### src/hw/rtl/ifkc_pkg.sv
// Package for the idle-framed keyword classifier.
// Item types, opcodes, keyword table and sizing constants. No dependencies.
`timescale 1ns / 1ps

package ifkc_pkg;

    localparam int BUFFER_BYTES = 128;
    localparam int WINDOW_BYTES = 9;
    localparam int CNT_W        = 8;
    localparam int TICK_W       = 17;
    localparam int WORD_COUNT   = 21;
    localparam int STATUS_WORDS = 14;
    localparam int MAX_WORD_LEN = 9;
    localparam int WORD_BITS    = 8 * MAX_WORD_LEN;

    localparam logic [TICK_W-1:0] IDLE_TICKS_RESET = TICK_W'(100);

    typedef enum logic [1:0]
    {
        OP_BYTE    = 2'd0,
        OP_TICK    = 2'd1,
        OP_SERVICE = 2'd2,
        OP_NONE    = 2'd3
    } opcode_t;

    localparam logic [4:0] STATUS_CHANNEL = 5'd5;

    typedef struct packed
    {
        logic [1:0] opcode;
        logic [7:0] data_byte;
        logic [4:0] channel_index;
    } item_t;

    typedef struct packed
    {
        logic [3:0] status_code;
        logic       status_written;
        logic       reading_ready;
        logic [4:0] reading_slot;
        logic       frame_done;
    } result_t;

    // Frame update controls from top to the window chain.
    typedef struct packed
    {
        logic       byte_en;
        logic [7:0] data_byte;
        logic       clear;
    } frame_ctrl_t;

    // Text right-aligned: byte i matches the i-th newest window byte.
    localparam logic [WORD_BITS-1:0] WORD_TEXT [WORD_COUNT] = '{
        WORD_BITS'("INIT"),     WORD_BITS'("START"),   WORD_BITS'("MEAS"),
        WORD_BITS'("CAL"),      WORD_BITS'("ERROR"),   WORD_BITS'("ADJUST"),
        WORD_BITS'("STANDBY"),  WORD_BITS'("OVERRANGE"), WORD_BITS'("ACCL"),
        WORD_BITS'("CALEXT"),   WORD_BITS'("CALINT"),  WORD_BITS'("PROOF"),
        WORD_BITS'("PURGE"),    WORD_BITS'("SLEEP"),   WORD_BITS'("g/a"),
        WORD_BITS'("mbar*l/s"), WORD_BITS'("ppm"),     WORD_BITS'("oz/yr"),
        WORD_BITS'("Torr*l/s"), WORD_BITS'("Pa*m3/s"), WORD_BITS'("atm*cc/s")
    };

    localparam logic [3:0] WORD_LEN [WORD_COUNT] = '{
        4'd4, 4'd5, 4'd4, 4'd3, 4'd5, 4'd6, 4'd7, 4'd9, 4'd4, 4'd6, 4'd6,
        4'd5, 4'd5, 4'd5, 4'd3, 4'd8, 4'd3, 4'd5, 4'd8, 4'd7, 4'd8
    };

endpackage

### src/hw/rtl/ifkc_cell.sv
// One byte stage of the sliding window chain.
// Imports ifkc_pkg but uses nothing from it; loads from its neighbor.
`timescale 1ns / 1ps

module ifkc_cell
    import ifkc_pkg::*;
(
    input  logic       clk,
    input  logic       rst_n,
    input  logic       clear,
    input  logic       shift,
    input  logic [7:0] d,
    output logic [7:0] q
);

    logic [7:0] byte_reg;
    logic [7:0] byte_next;

    always_comb
    begin
        byte_next = byte_reg;
        if (clear)
        begin
            byte_next = '0;
        end
        else if (shift)
        begin
            byte_next = d;
        end
    end

    always_ff @(posedge clk or negedge rst_n)
    begin
        if (!rst_n)
        begin
            byte_reg <= '0;
        end
        else
        begin
            byte_reg <= byte_next;
        end
    end

    assign q = byte_reg;

endmodule

### src/hw/rtl/ifkc_frame.sv
// Frame store: window chain of ifkc_cell, seen-word flags, length and count.
// Depends on ifkc_pkg and ifkc_cell.
`timescale 1ns / 1ps

module ifkc_frame
    import ifkc_pkg::*;
(
    input  logic                  clk,
    input  logic                  rst_n,
    input  frame_ctrl_t           ctrl,
    output logic [WORD_COUNT-1:0] counted
);

    logic [7:0]            win_q   [WINDOW_BYTES];
    logic [7:0]            win_new [WINDOW_BYTES];
    logic [WORD_COUNT-1:0] hit;
    logic [WORD_COUNT-1:0] seen_reg, seen_next;
    logic [CNT_W-1:0]      len_reg, len_next;
    logic [CNT_W-1:0]      count_reg, count_next;
    logic [CNT_W-1:0]      count_inc;
    logic                  term_reg, term_next;
    logic                  chain_clear;
    logic                  chain_shift;

    assign win_new[0] = ctrl.data_byte;

    genvar g;
    generate
        for (g = 0; g < WINDOW_BYTES; g++)
        begin : g_cell
            if (g > 0)
            begin : g_link
                assign win_new[g] = win_q[g-1];
            end
            ifkc_cell u_cell
            (
                .clk   (clk),
                .rst_n (rst_n),
                .clear (chain_clear),
                .shift (chain_shift),
                .d     (win_new[g]),
                .q     (win_q[g])
            );
        end
    endgenerate

    // Suffix match on the window as it stands after the shift.
    always_comb
    begin
        for (int w = 0; w < WORD_COUNT; w++)
        begin
            hit[w] = (int'(WORD_LEN[w]) <= WINDOW_BYTES);
            for (int i = 0; i < MAX_WORD_LEN; i++)
            begin
                if (i < int'(WORD_LEN[w]) && i < WINDOW_BYTES)
                begin
                    if (win_new[i] != WORD_TEXT[w][8*i +: 8])
                    begin
                        hit[w] = 1'b0;
                    end
                end
            end
        end
    end

    assign count_inc = count_reg + CNT_W'(1);

    always_comb
    begin
        seen_next   = seen_reg;
        len_next    = len_reg;
        count_next  = count_reg;
        term_next   = term_reg;
        chain_clear = 1'b0;
        chain_shift = 1'b0;
        if (ctrl.clear)
        begin
            seen_next   = '0;
            len_next    = '0;
            count_next  = '0;
            term_next   = 1'b0;
            chain_clear = 1'b1;
        end
        else if (ctrl.byte_en)
        begin
            if (count_inc >= CNT_W'(BUFFER_BYTES))
            begin
                seen_next   = '0;
                len_next    = '0;
                count_next  = '0;
                term_next   = 1'b0;
                chain_clear = 1'b1;
            end
            else
            begin
                count_next = count_inc;
                if (!term_reg)
                begin
                    if (ctrl.data_byte == 8'd0)
                    begin
                        term_next = 1'b1;
                    end
                    else
                    begin
                        chain_shift = 1'b1;
                        len_next    = len_reg + CNT_W'(1);
                        seen_next   = seen_reg | hit;
                    end
                end
            end
        end
    end

    always_ff @(posedge clk or negedge rst_n)
    begin
        if (!rst_n)
        begin
            seen_reg  <= '0;
            len_reg   <= '0;
            count_reg <= '0;
            term_reg  <= 1'b0;
        end
        else
        begin
            seen_reg  <= seen_next;
            len_reg   <= len_next;
            count_reg <= count_next;
            term_reg  <= term_next;
        end
    end

    always_comb
    begin
        for (int w = 0; w < WORD_COUNT; w++)
        begin
            counted[w] = seen_reg[w] && (len_reg > CNT_W'(WORD_LEN[w]));
        end
    end

endmodule

### src/hw/rtl/idle_framed_keyword_classifier.sv
// Top level: idle timer, service decode, result register.
// Depends on ifkc_pkg and ifkc_frame.
//
//  channel   handshake                  payload
//  item      item_valid / item_ready    item   (item_t)
//  result    result_valid / result_ready result (result_t)
//  config    cfg_we                     cfg_data (idle_ticks)
//
// One item per cycle while item_ready is high; each item yields one registered result in the next cycle.
// Window match and priority pick are combinational, fed by the 9-cell chain.
// item_ready drops only while a result is held and result_ready is low.
// rst_n clears all state but the result register; idle_ticks resets to 100.
`timescale 1ns / 1ps

module idle_framed_keyword_classifier
    import ifkc_pkg::*;
(
    input  logic              clk,
    input  logic              rst_n,
    input  logic              item_valid,
    output logic              item_ready,
    input  item_t             item,
    output logic              result_valid,
    input  logic              result_ready,
    output result_t           result,
    input  logic              cfg_we,
    input  logic [TICK_W-1:0] cfg_data
);

    logic [TICK_W-1:0]     idle_ticks_reg;
    logic [TICK_W-1:0]     idle_count_reg, idle_count_next;
    logic [TICK_W-1:0]     idle_inc;
    logic                  timer_running_reg, timer_running_next;
    logic                  frame_complete_reg, frame_complete_next;
    logic [3:0]            run_status_reg, run_status_next;
    logic                  result_valid_reg, result_valid_next;
    result_t               result_reg, result_next;
    logic                  accept;
    logic [WORD_COUNT-1:0] counted;
    logic [3:0]            pick;
    logic                  unit_hit;
    frame_ctrl_t           fctrl;
    opcode_t               op;

    assign item_ready = !result_valid_reg || result_ready;
    assign accept     = item_valid && item_ready;
    assign op         = opcode_t'(item.opcode);

    assign fctrl.byte_en   = accept && (op == OP_BYTE);
    assign fctrl.data_byte = item.data_byte;
    assign fctrl.clear     = accept && (op == OP_SERVICE);

    ifkc_frame u_frame
    (
        .clk     (clk),
        .rst_n   (rst_n),
        .ctrl    (fctrl),
        .counted (counted)
    );

    always_comb
    begin
        pick = '0;
        for (int w = STATUS_WORDS - 1; w >= 0; w--)
        begin
            if (counted[w])
            begin
                pick = 4'(w + 1);
            end
        end
    end

    assign unit_hit = |counted[WORD_COUNT-1:STATUS_WORDS];
    assign idle_inc = idle_count_reg + TICK_W'(1);

    always_comb
    begin
        idle_count_next     = idle_count_reg;
        timer_running_next  = timer_running_reg;
        frame_complete_next = frame_complete_reg;
        run_status_next     = run_status_reg;
        result_valid_next   = result_valid_reg;
        result_next         = result_reg;
        if (result_valid_reg && result_ready)
        begin
            result_valid_next = 1'b0;
        end
        if (accept)
        begin
            result_next.status_written = 1'b0;
            result_next.reading_ready  = 1'b0;
            result_next.reading_slot   = '0;
            case (op)
                OP_BYTE:
                begin
                    idle_count_next    = '0;
                    timer_running_next = 1'b1;
                end
                OP_TICK:
                begin
                    if (timer_running_reg)
                    begin
                        idle_count_next = idle_inc;
                        if (idle_inc >= idle_ticks_reg)
                        begin
                            timer_running_next  = 1'b0;
                            idle_count_next     = '0;
                            frame_complete_next = 1'b1;
                        end
                    end
                end
                OP_SERVICE:
                begin
                    if (frame_complete_reg)
                    begin
                        if (item.channel_index == STATUS_CHANNEL)
                        begin
                            run_status_next            = pick;
                            result_next.status_written = 1'b1;
                        end
                        if (unit_hit)
                        begin
                            result_next.reading_ready = 1'b1;
                            result_next.reading_slot  =
                                {item.channel_index[3:0] - 4'd1, 1'b0};
                        end
                    end
                    frame_complete_next = 1'b0;
                end
                default:
                begin
                end
            endcase
            result_next.status_code = run_status_next;
            result_next.frame_done  = frame_complete_next;
            result_valid_next       = 1'b1;
        end
    end

    always_ff @(posedge clk or negedge rst_n)
    begin
        if (!rst_n)
        begin
            idle_ticks_reg     <= IDLE_TICKS_RESET;
            idle_count_reg     <= '0;
            timer_running_reg  <= 1'b0;
            frame_complete_reg <= 1'b0;
            run_status_reg     <= '0;
            result_valid_reg   <= 1'b0;
        end
        else
        begin
            if (cfg_we)
            begin
                idle_ticks_reg <= cfg_data;
            end
            idle_count_reg     <= idle_count_next;
            timer_running_reg  <= timer_running_next;
            frame_complete_reg <= frame_complete_next;
            run_status_reg     <= run_status_next;
            result_valid_reg   <= result_valid_next;
        end
    end

    always_ff @(posedge clk)
    begin
        result_reg <= result_next;
    end

    assign result_valid = result_valid_reg;
    assign result       = result_reg;

    a_accept_gives_result: assert property (
        @(posedge clk) disable iff (!rst_n)
        accept |=> result_valid_reg
    ) else $error("accepted item produced no result");

    a_written_clears_done: assert property (
        @(posedge clk) disable iff (!rst_n)
        result_valid_reg && result_reg.status_written |-> !result_reg.frame_done
    ) else $error("status written but frame still done");

    a_slot_zero_when_idle: assert property (
        @(posedge clk) disable iff (!rst_n)
        result_valid_reg && !result_reg.reading_ready |-> result_reg.reading_slot == '0
    ) else $error("reading slot set without reading");

    a_stopped_timer_clear: assert property (
        @(posedge clk) disable iff (!rst_n)
        !timer_running_reg |-> idle_count_reg == '0
    ) else $error("idle count nonzero with timer stopped");

endmodule
### config.mk
export PLATFORM = sky130hd
export DESIGN_NAME = idle_framed_keyword_classifier
export DESIGN_NICKNAME = d
export VERILOG_FILES = /design/src/hw/rtl/ifkc_pkg.sv /design/src/hw/rtl/ifkc_cell.sv /design/src/hw/rtl/ifkc_frame.sv /design/src/hw/rtl/idle_framed_keyword_classifier.sv
export SDC_FILE = /design/constraint.sdc
export NUM_CORES = 1
export LEC_CHECK = 0
export ABC_AREA = 1
export BUFFER_PORTS_ARGS = -buffer_cell sky130_fd_sc_hd__buf_2
export CAP_MARGIN = 10
export CORE_ASPECT_RATIO = 0.6
export CORE_UTILIZATION = 57
export DETAILED_ROUTE_END_ITERATION = 12
export PLACE_DENSITY = 0.8
export SLEW_MARGIN = 20
export SYNTH_ARGS = -nofsm -noshare
export SYNTH_HDL_FRONTEND = slang
export SYNTH_HIERARCHICAL = 1
export SYNTH_SLANG_ARGS = --single-unit
### constraint.sdc
create_clock -name clk -period 4.3 [get_ports clk]
set_input_delay 1.29 -clock clk [delete_from_list [all_inputs] [get_ports clk]]
set_output_delay 1.29 -clock clk [all_outputs]
set_load 0.05 [all_outputs]
### Yosys cells after proc, flatten, opt, wreduce, memory -nomap -nowiden

Cells that the tools add are included.
Widths: inputs -> output; s select.

| operators by class | value |
|---|---|
| reduce and logical (&&, ||, !) cells | 39 |
| bitwise operators | 1 |
| multiplexer cells | 172 |
| $add $sub $neg | 4 |
| magnitude comparators | 9 |
| equal/unequal tests | 87 |

Operator list:

| kind | count |
|---|---|
| $ne 8x7->1 const B | 76 |
| $mux 8 | 24 |
| $mux 1 | 120 |
| $mux 21 | 5 |
| $mux 4 | 17 |
| $ne 8x6->1 const B | 5 |
| $mux 17 | 2 |
| $pmux 17 s2 | 1 |
| $gt 8x3->1 const B | 4 |
| $logic_and 1x1->1 | 25 |
| $or 21x21->21 | 1 |
| $add 17x1->17 const B | 1 |
| $ge 17x17->1 | 1 |
| $add 8x1->8 const B | 2 |
| $gt 8x4->1 const B | 2 |
| $reduce_and 3->1 | 3 |
| $ge 8x8->1 const B | 1 |
| $gt 8x2->1 const B | 1 |
| $logic_not 8->1 | 1 |
| $reduce_bool 2->1 | 4 |
| $reduce_or 7->1 | 1 |
| $mux 6 | 1 |
| $eq 5x3->1 const B | 1 |
| $pmux 1 s2 | 2 |
| 10 further kinds | 11 |

| storage, ports and cells | value |
|---|---|
| register bits | 155 |
| bits of input ports | 37 |
| word-level logic and storage cells | 336 |
| output and inout bits | 14 |

### Logic depth before layout (Yosys ltp)

| logic depth | value |
|---|---|
| depth in word-level cells | 19 |
| mapped depth | 21 |
| gate-level depth less buffers | 21 |

### By module

Netlist, hierarchy kept.

Modules (own cells, without submodules):

| module | seq. area each (µm²) | cells an instance | area an instance (µm²) | instances |
|---|---|---|---|---|
| ifkc_frame | 950.9 | 616 | 3636.0 | 1 |
| idle_framed_keyword_classifier | 1360.1 | 392 | 3173.0 | 1 |
| ifkc_cell | 200.2 | 35 | 335.3 | 8 |

### Worst setup path before layout

OpenSTA, ideal clock, no wires.

| path | value |
|---|---|
| path type | in2reg |
| start | in result_ready |
| end | reg u_frame.g_cell[0].u_cell.byte_reg[0] |
| required time | 4183 ps |
| library setup time | 117 ps |
| path slack | 942 ps |
| arrival | 3241 ps |
| stages | 10 |
| buffers on the path | 1 |
| cells stage by stage | inv_1 > nand2_2 > nand2_4 > nor2_1 > nand3_4 > nand2_4 > buf_2 > inv_2 > nand3_1 > nand2_1 |

RTL lines:

| what | line | source |
|---|---|---|
| start: declaration | idle_framed_keyword_classifier.sv:24 | `input logic result_ready,` |
| end signal: assignment | ifkc_cell.sv:40 | `byte_reg <= byte_next;` |
| end: declaration | ifkc_cell.sv:16 | `logic [7:0] byte_reg;` |

### Worst setup path after layout

| path | value |
|---|---|
| start | reg idle_count_reg[0] |
| end | reg idle_count_reg[0] |

| on the way | value |
|---|---|
| cells in the longest elaborated chain, start to end | 5 |

RTL lines:

| what | line | source |
|---|---|---|
| start: declaration | idle_framed_keyword_classifier.sv:31 | `logic [TICK_W-1:0] idle_count_reg, idle_count_next;` |
| start signal: assignment | idle_framed_keyword_classifier.sv:157 | `idle_count_reg <= idle_count_next;` |
| $add 17x1->17 * | idle_framed_keyword_classifier.sv:74 | `assign idle_inc = idle_count_reg + TICK_W'(1);` |
| $ge 17x17->1 | idle_framed_keyword_classifier.sv:104 | `if (idle_inc >= idle_ticks_reg)` |
| $mux 17 * | idle_framed_keyword_classifier.sv:104 |  |
| $mux 17 * | idle_framed_keyword_classifier.sv:101 | `if (timer_running_reg)` |
| $pmux 17 s2 * | idle_framed_keyword_classifier.sv:93 | `case (op)` |

Every way passes the cells marked *; elsewhere a longest branch is shown, timed or not. The select of a mux whose other input is x is not followed.
A chain may end at the register's enable or synchronous reset.

==> flow_metrics.tcl <==
set metrics [dict create \
    status "finished, final reports clean" \
    p_per_area_nw_per_um2 388 \
    hpwl_um 18000 \
    tns_ps 0 \
    clk_path_buf_depth 2 \
    cts_max_level 4 \
    yosysTopAreaCell "dfrtp_1" \
    grt_pass1_vias 7481 \
    p_leak_nw 5.14 \
    skew_ps 12.1 \
    fp.dieArea_um2 17200 \
    totalPowerFinal_mw 4.09 \
    synth_warnings 6 \
    yosys.area_share.simple_pct 37.3 \
    cp_max_fo 14 \
    layout-drive-gt1-share_pct 12.1 \
    fmax_ghz 0.308 \
    hold_viol_final 0 \
    path_common_cell "inv_1" \
    tightest_slew_ps 777 \
    synthMuxAreaShare_pct 0.119 \
    synth_area_per_cell_um2 7.37 \
    syn_nets 1353 \
    synthAdderAreaFrac_pct 3.69 \
    root_buffer "clkbuf_16" \
    mappedNetlistArea_um2 9490 \
    drc 0 \
    place_congestion 0.988 \
    cts-resized-gates 0 \
    pwr-share-comb_pct 19.8 \
    wl_per_cell_um 15.3 \
    antenna_found_initial 0 \
    grt_pass1_wl_um 39100 \
    slew_violations 0 \
    crit_path_max_incr_delay_ps 420 \
    cp_data_required_time_ps 4620 \
    vdd_ir_drop_max_uv 227 \
    synthTopCellsByArea "dfrtp_1, nand2_1, inv_1" \
    via_per_inst 5.40 \
    cp_cell_sequence "ha_1 -> nand2_1 -> inv_1 -> nand2_1 -> inv_1 -> nand3_1 -> nor2_1 -> xor2_1 -> inv_1 -> ha_1 -> a21oi_1 -> o21ai_0 -> nor3_2 -> nand2_2 -> inv_2 -> nand2_2 -> o21ai_0" \
    synth_top_family_by_area "simple AND/OR/NAND/NOR gates" \
    switching_share_pct 35.0 \
    crit_slowest_cell "dfrtp_1" \
    end_kind "flip-flop" \
    grt_max_degree 77 \
    yosysTopAreaCellShare_pct 36.9 \
    tritoncts "built" \
    first_iter_violations 871 \
    cap_violations 0 \
    finalSetupViolCount 0 \
    clk_pin_slew_ps 70 \
    num_vias 8556 \
    insertion_delay_ps 420 \
    finalCoreUtilization_pct 64.7 \
    initial_core_util_pct 58.4 \
    cts_sinks 154 \
    synth.yosys.seq_area_share_pct 41.2 \
    diodes 0 \
    crit_type "flip-flop to flip-flop" \
    synth_xor_area_share_pct 1.66 \
    power_frac_seq_pct 43.4 \
    ys_ff_latch 154 \
    grt_overflow 0 \
    synth_edf_count 11 \
    dieHeight_um 102 \
    postLayoutSetupSlackWorst_ps 1060 \
    min-delay-path-class "flip-flop to flip-flop" \
    port_buffers 49 \
    synth-main-ff-cell "dfrtp_1" \
    postSynthCellCount 1288 \
    postCtsSetupRepairBufs 0 \
    pwr-share-clk_pct 36.8 \
    place_ws_ps 934 \
    grt.total_usage_pct 29.5 \
    period_share_pct 75.4 \
    intPower_mw 2.66 \
    layout.nets 1408 \
    synth.distinct_cells 52 \
    rows 36 \
    fin_crit_ps 3240 \
    dr.pass1.iters 5 \
    cts_hold_buf 0 \
    ios 51 \
    core_um2 16300 \
    worstPathArrival_ps 3560 \
    syn2layout_area_growth_pct 10.9 \
    rsz0062_at_grt "no" \
    hold_ws_ps 474 \
    p_sw_mw 1.43 \
    cts_buffers 17 \
    max-slew-margin-rel_pct 48.2 \
    synthArstFlopShare_pct 92.9 \
    die_w_um 169 \
    critPathLaunchType "flip-flop" \
    synth_compound_area_share_pct 6.02 \
    totalWireLength_um 24200 \
    largest_reg_flops 64 \
    ant_nets 0 \
]
cell families after synthesis:
| kind of cell | after synthesis |
|---|---|
| buf+inv | 224 |
| compound gates | 96 |
| simple gates | 766 |
| other cells | 1 |
| mux | 1 |
| xor+xnor | 18 |
| fa+ha+maj | 28 |
| flops | 154 |
area by class of cell:
| cell class | instances | area (um2) |
|---|---|---|
| Clock buffer | 19 | 464 |
| Inverter | 205 | 769 |
| Timing Repair Buffer | 55 | 334 |
| Sequential cell | 154 | 3910 |
| Fill cell | 1464 | 5740 |
| Multi-Input combinational cell | 910 | 4630 |
| Tap cell | 228 | 285 |
| Clock inverter | 13 | 124 |
per-layer routing:
| metal | up-vias | wire, um | GRT usage [%] |
|---|---|---|---|
| li1 | 4211 | - | - |
| met1 | 3960 | 12000 | 47.1 |
| met2 | 360 | 9520 | 38.6 |
| met3 | 23 | 2360 | 7.16 |
| met4 | 2 | 259 | 7.55 |
| met5 | - | 58 | 2.45 |
power by group through the flow:
stage	sequential (mW)	clock, mW	combinational (mW)
after floorplan	1.77	0	0.566
after global placement	1.79	0	0.765
after detailed placement	1.79	0	0.791
after CTS	1.77	1.52	0.799
after global routing	1.79	1.58	0.914
final	1.77	1.50	0.809
cells in the mapped netlist, types with 12 or more instances:
library cell    n
nand3_1       129
inv_2          13
ha_1           28
o21ai_0        30
dfrtp_1       140
nand4_1        25
nor3_1         28
inv_1         192
xor2_1         14
nor2_1        180
o22ai_1        12
nand2_1       347
a21oi_1        26
critical path, delay by kind of cell, from the launching register on:
kind                       cells  cell delay [ps]
DFF                            1              420
AOI/OAI and AO/OA              3              530
buffers and inverters          4              380
adders and majority gates      2              520
xor gates and xnor gates       1              300
and+or+nand+nor                7              970
per-stage QoR:
stage / cell area, um2 / std cells
floorplan: 9490 / 1288
CTS: 10500 / 1584
detailed placement: 9930 / 1552
global placement: 9930 / 1552
finish: 10500 / 1584
global route: 10500 / 1584
cell usage in the layout (no fill, tap or decap), types with 6 or more instances in the layout:
cell,n
inv_6,6
clkbuf_16,18
ha_1,28
nor3_1,28
nand4_1,25
dfrtp_1,140
nor2_1,180
o21ai_0,30
a21oi_1,26
nor2_8,8
nand3_1,129
buf_2,48
nor2_4,6
inv_1,192
a21oi_2,9
o21ai_1,6
nand2_2,10
o22ai_1,12
inv_2,13
nand2_1,347
xor2_1,14
nand3_2,8
edfxtp_1,11
path summary, 6_finish.rpt:
| path | from | end | cells past startpoint | slack [ps] |
|---|---|---|---|---|
| setup / recovery | idle_count_reg[0] | idle_count_reg[0] | 17 | 1060 |
| hold / removal | u_frame/g_cell[7].u_cell/q[7] | u_frame/g_cell[7].u_cell/q[7] | 2 | 470 |
| setup reg to reg | idle_count_reg[0] | idle_count_reg[0] | 17 | 1060 |
| hold reg to reg | u_frame/g_cell[7].u_cell/q[7] | u_frame/g_cell[7].u_cell/q[7] | 2 | 470 |
| min in group asynchronous | rst_n | u_frame/g_cell[7].u_cell/q[7] | 1 | 870 |
| max in group asynchronous | rst_n | u_frame/seen_reg[16] | 2 | 2570 |
Note: power is estimated with default switching activity, not from simulation.
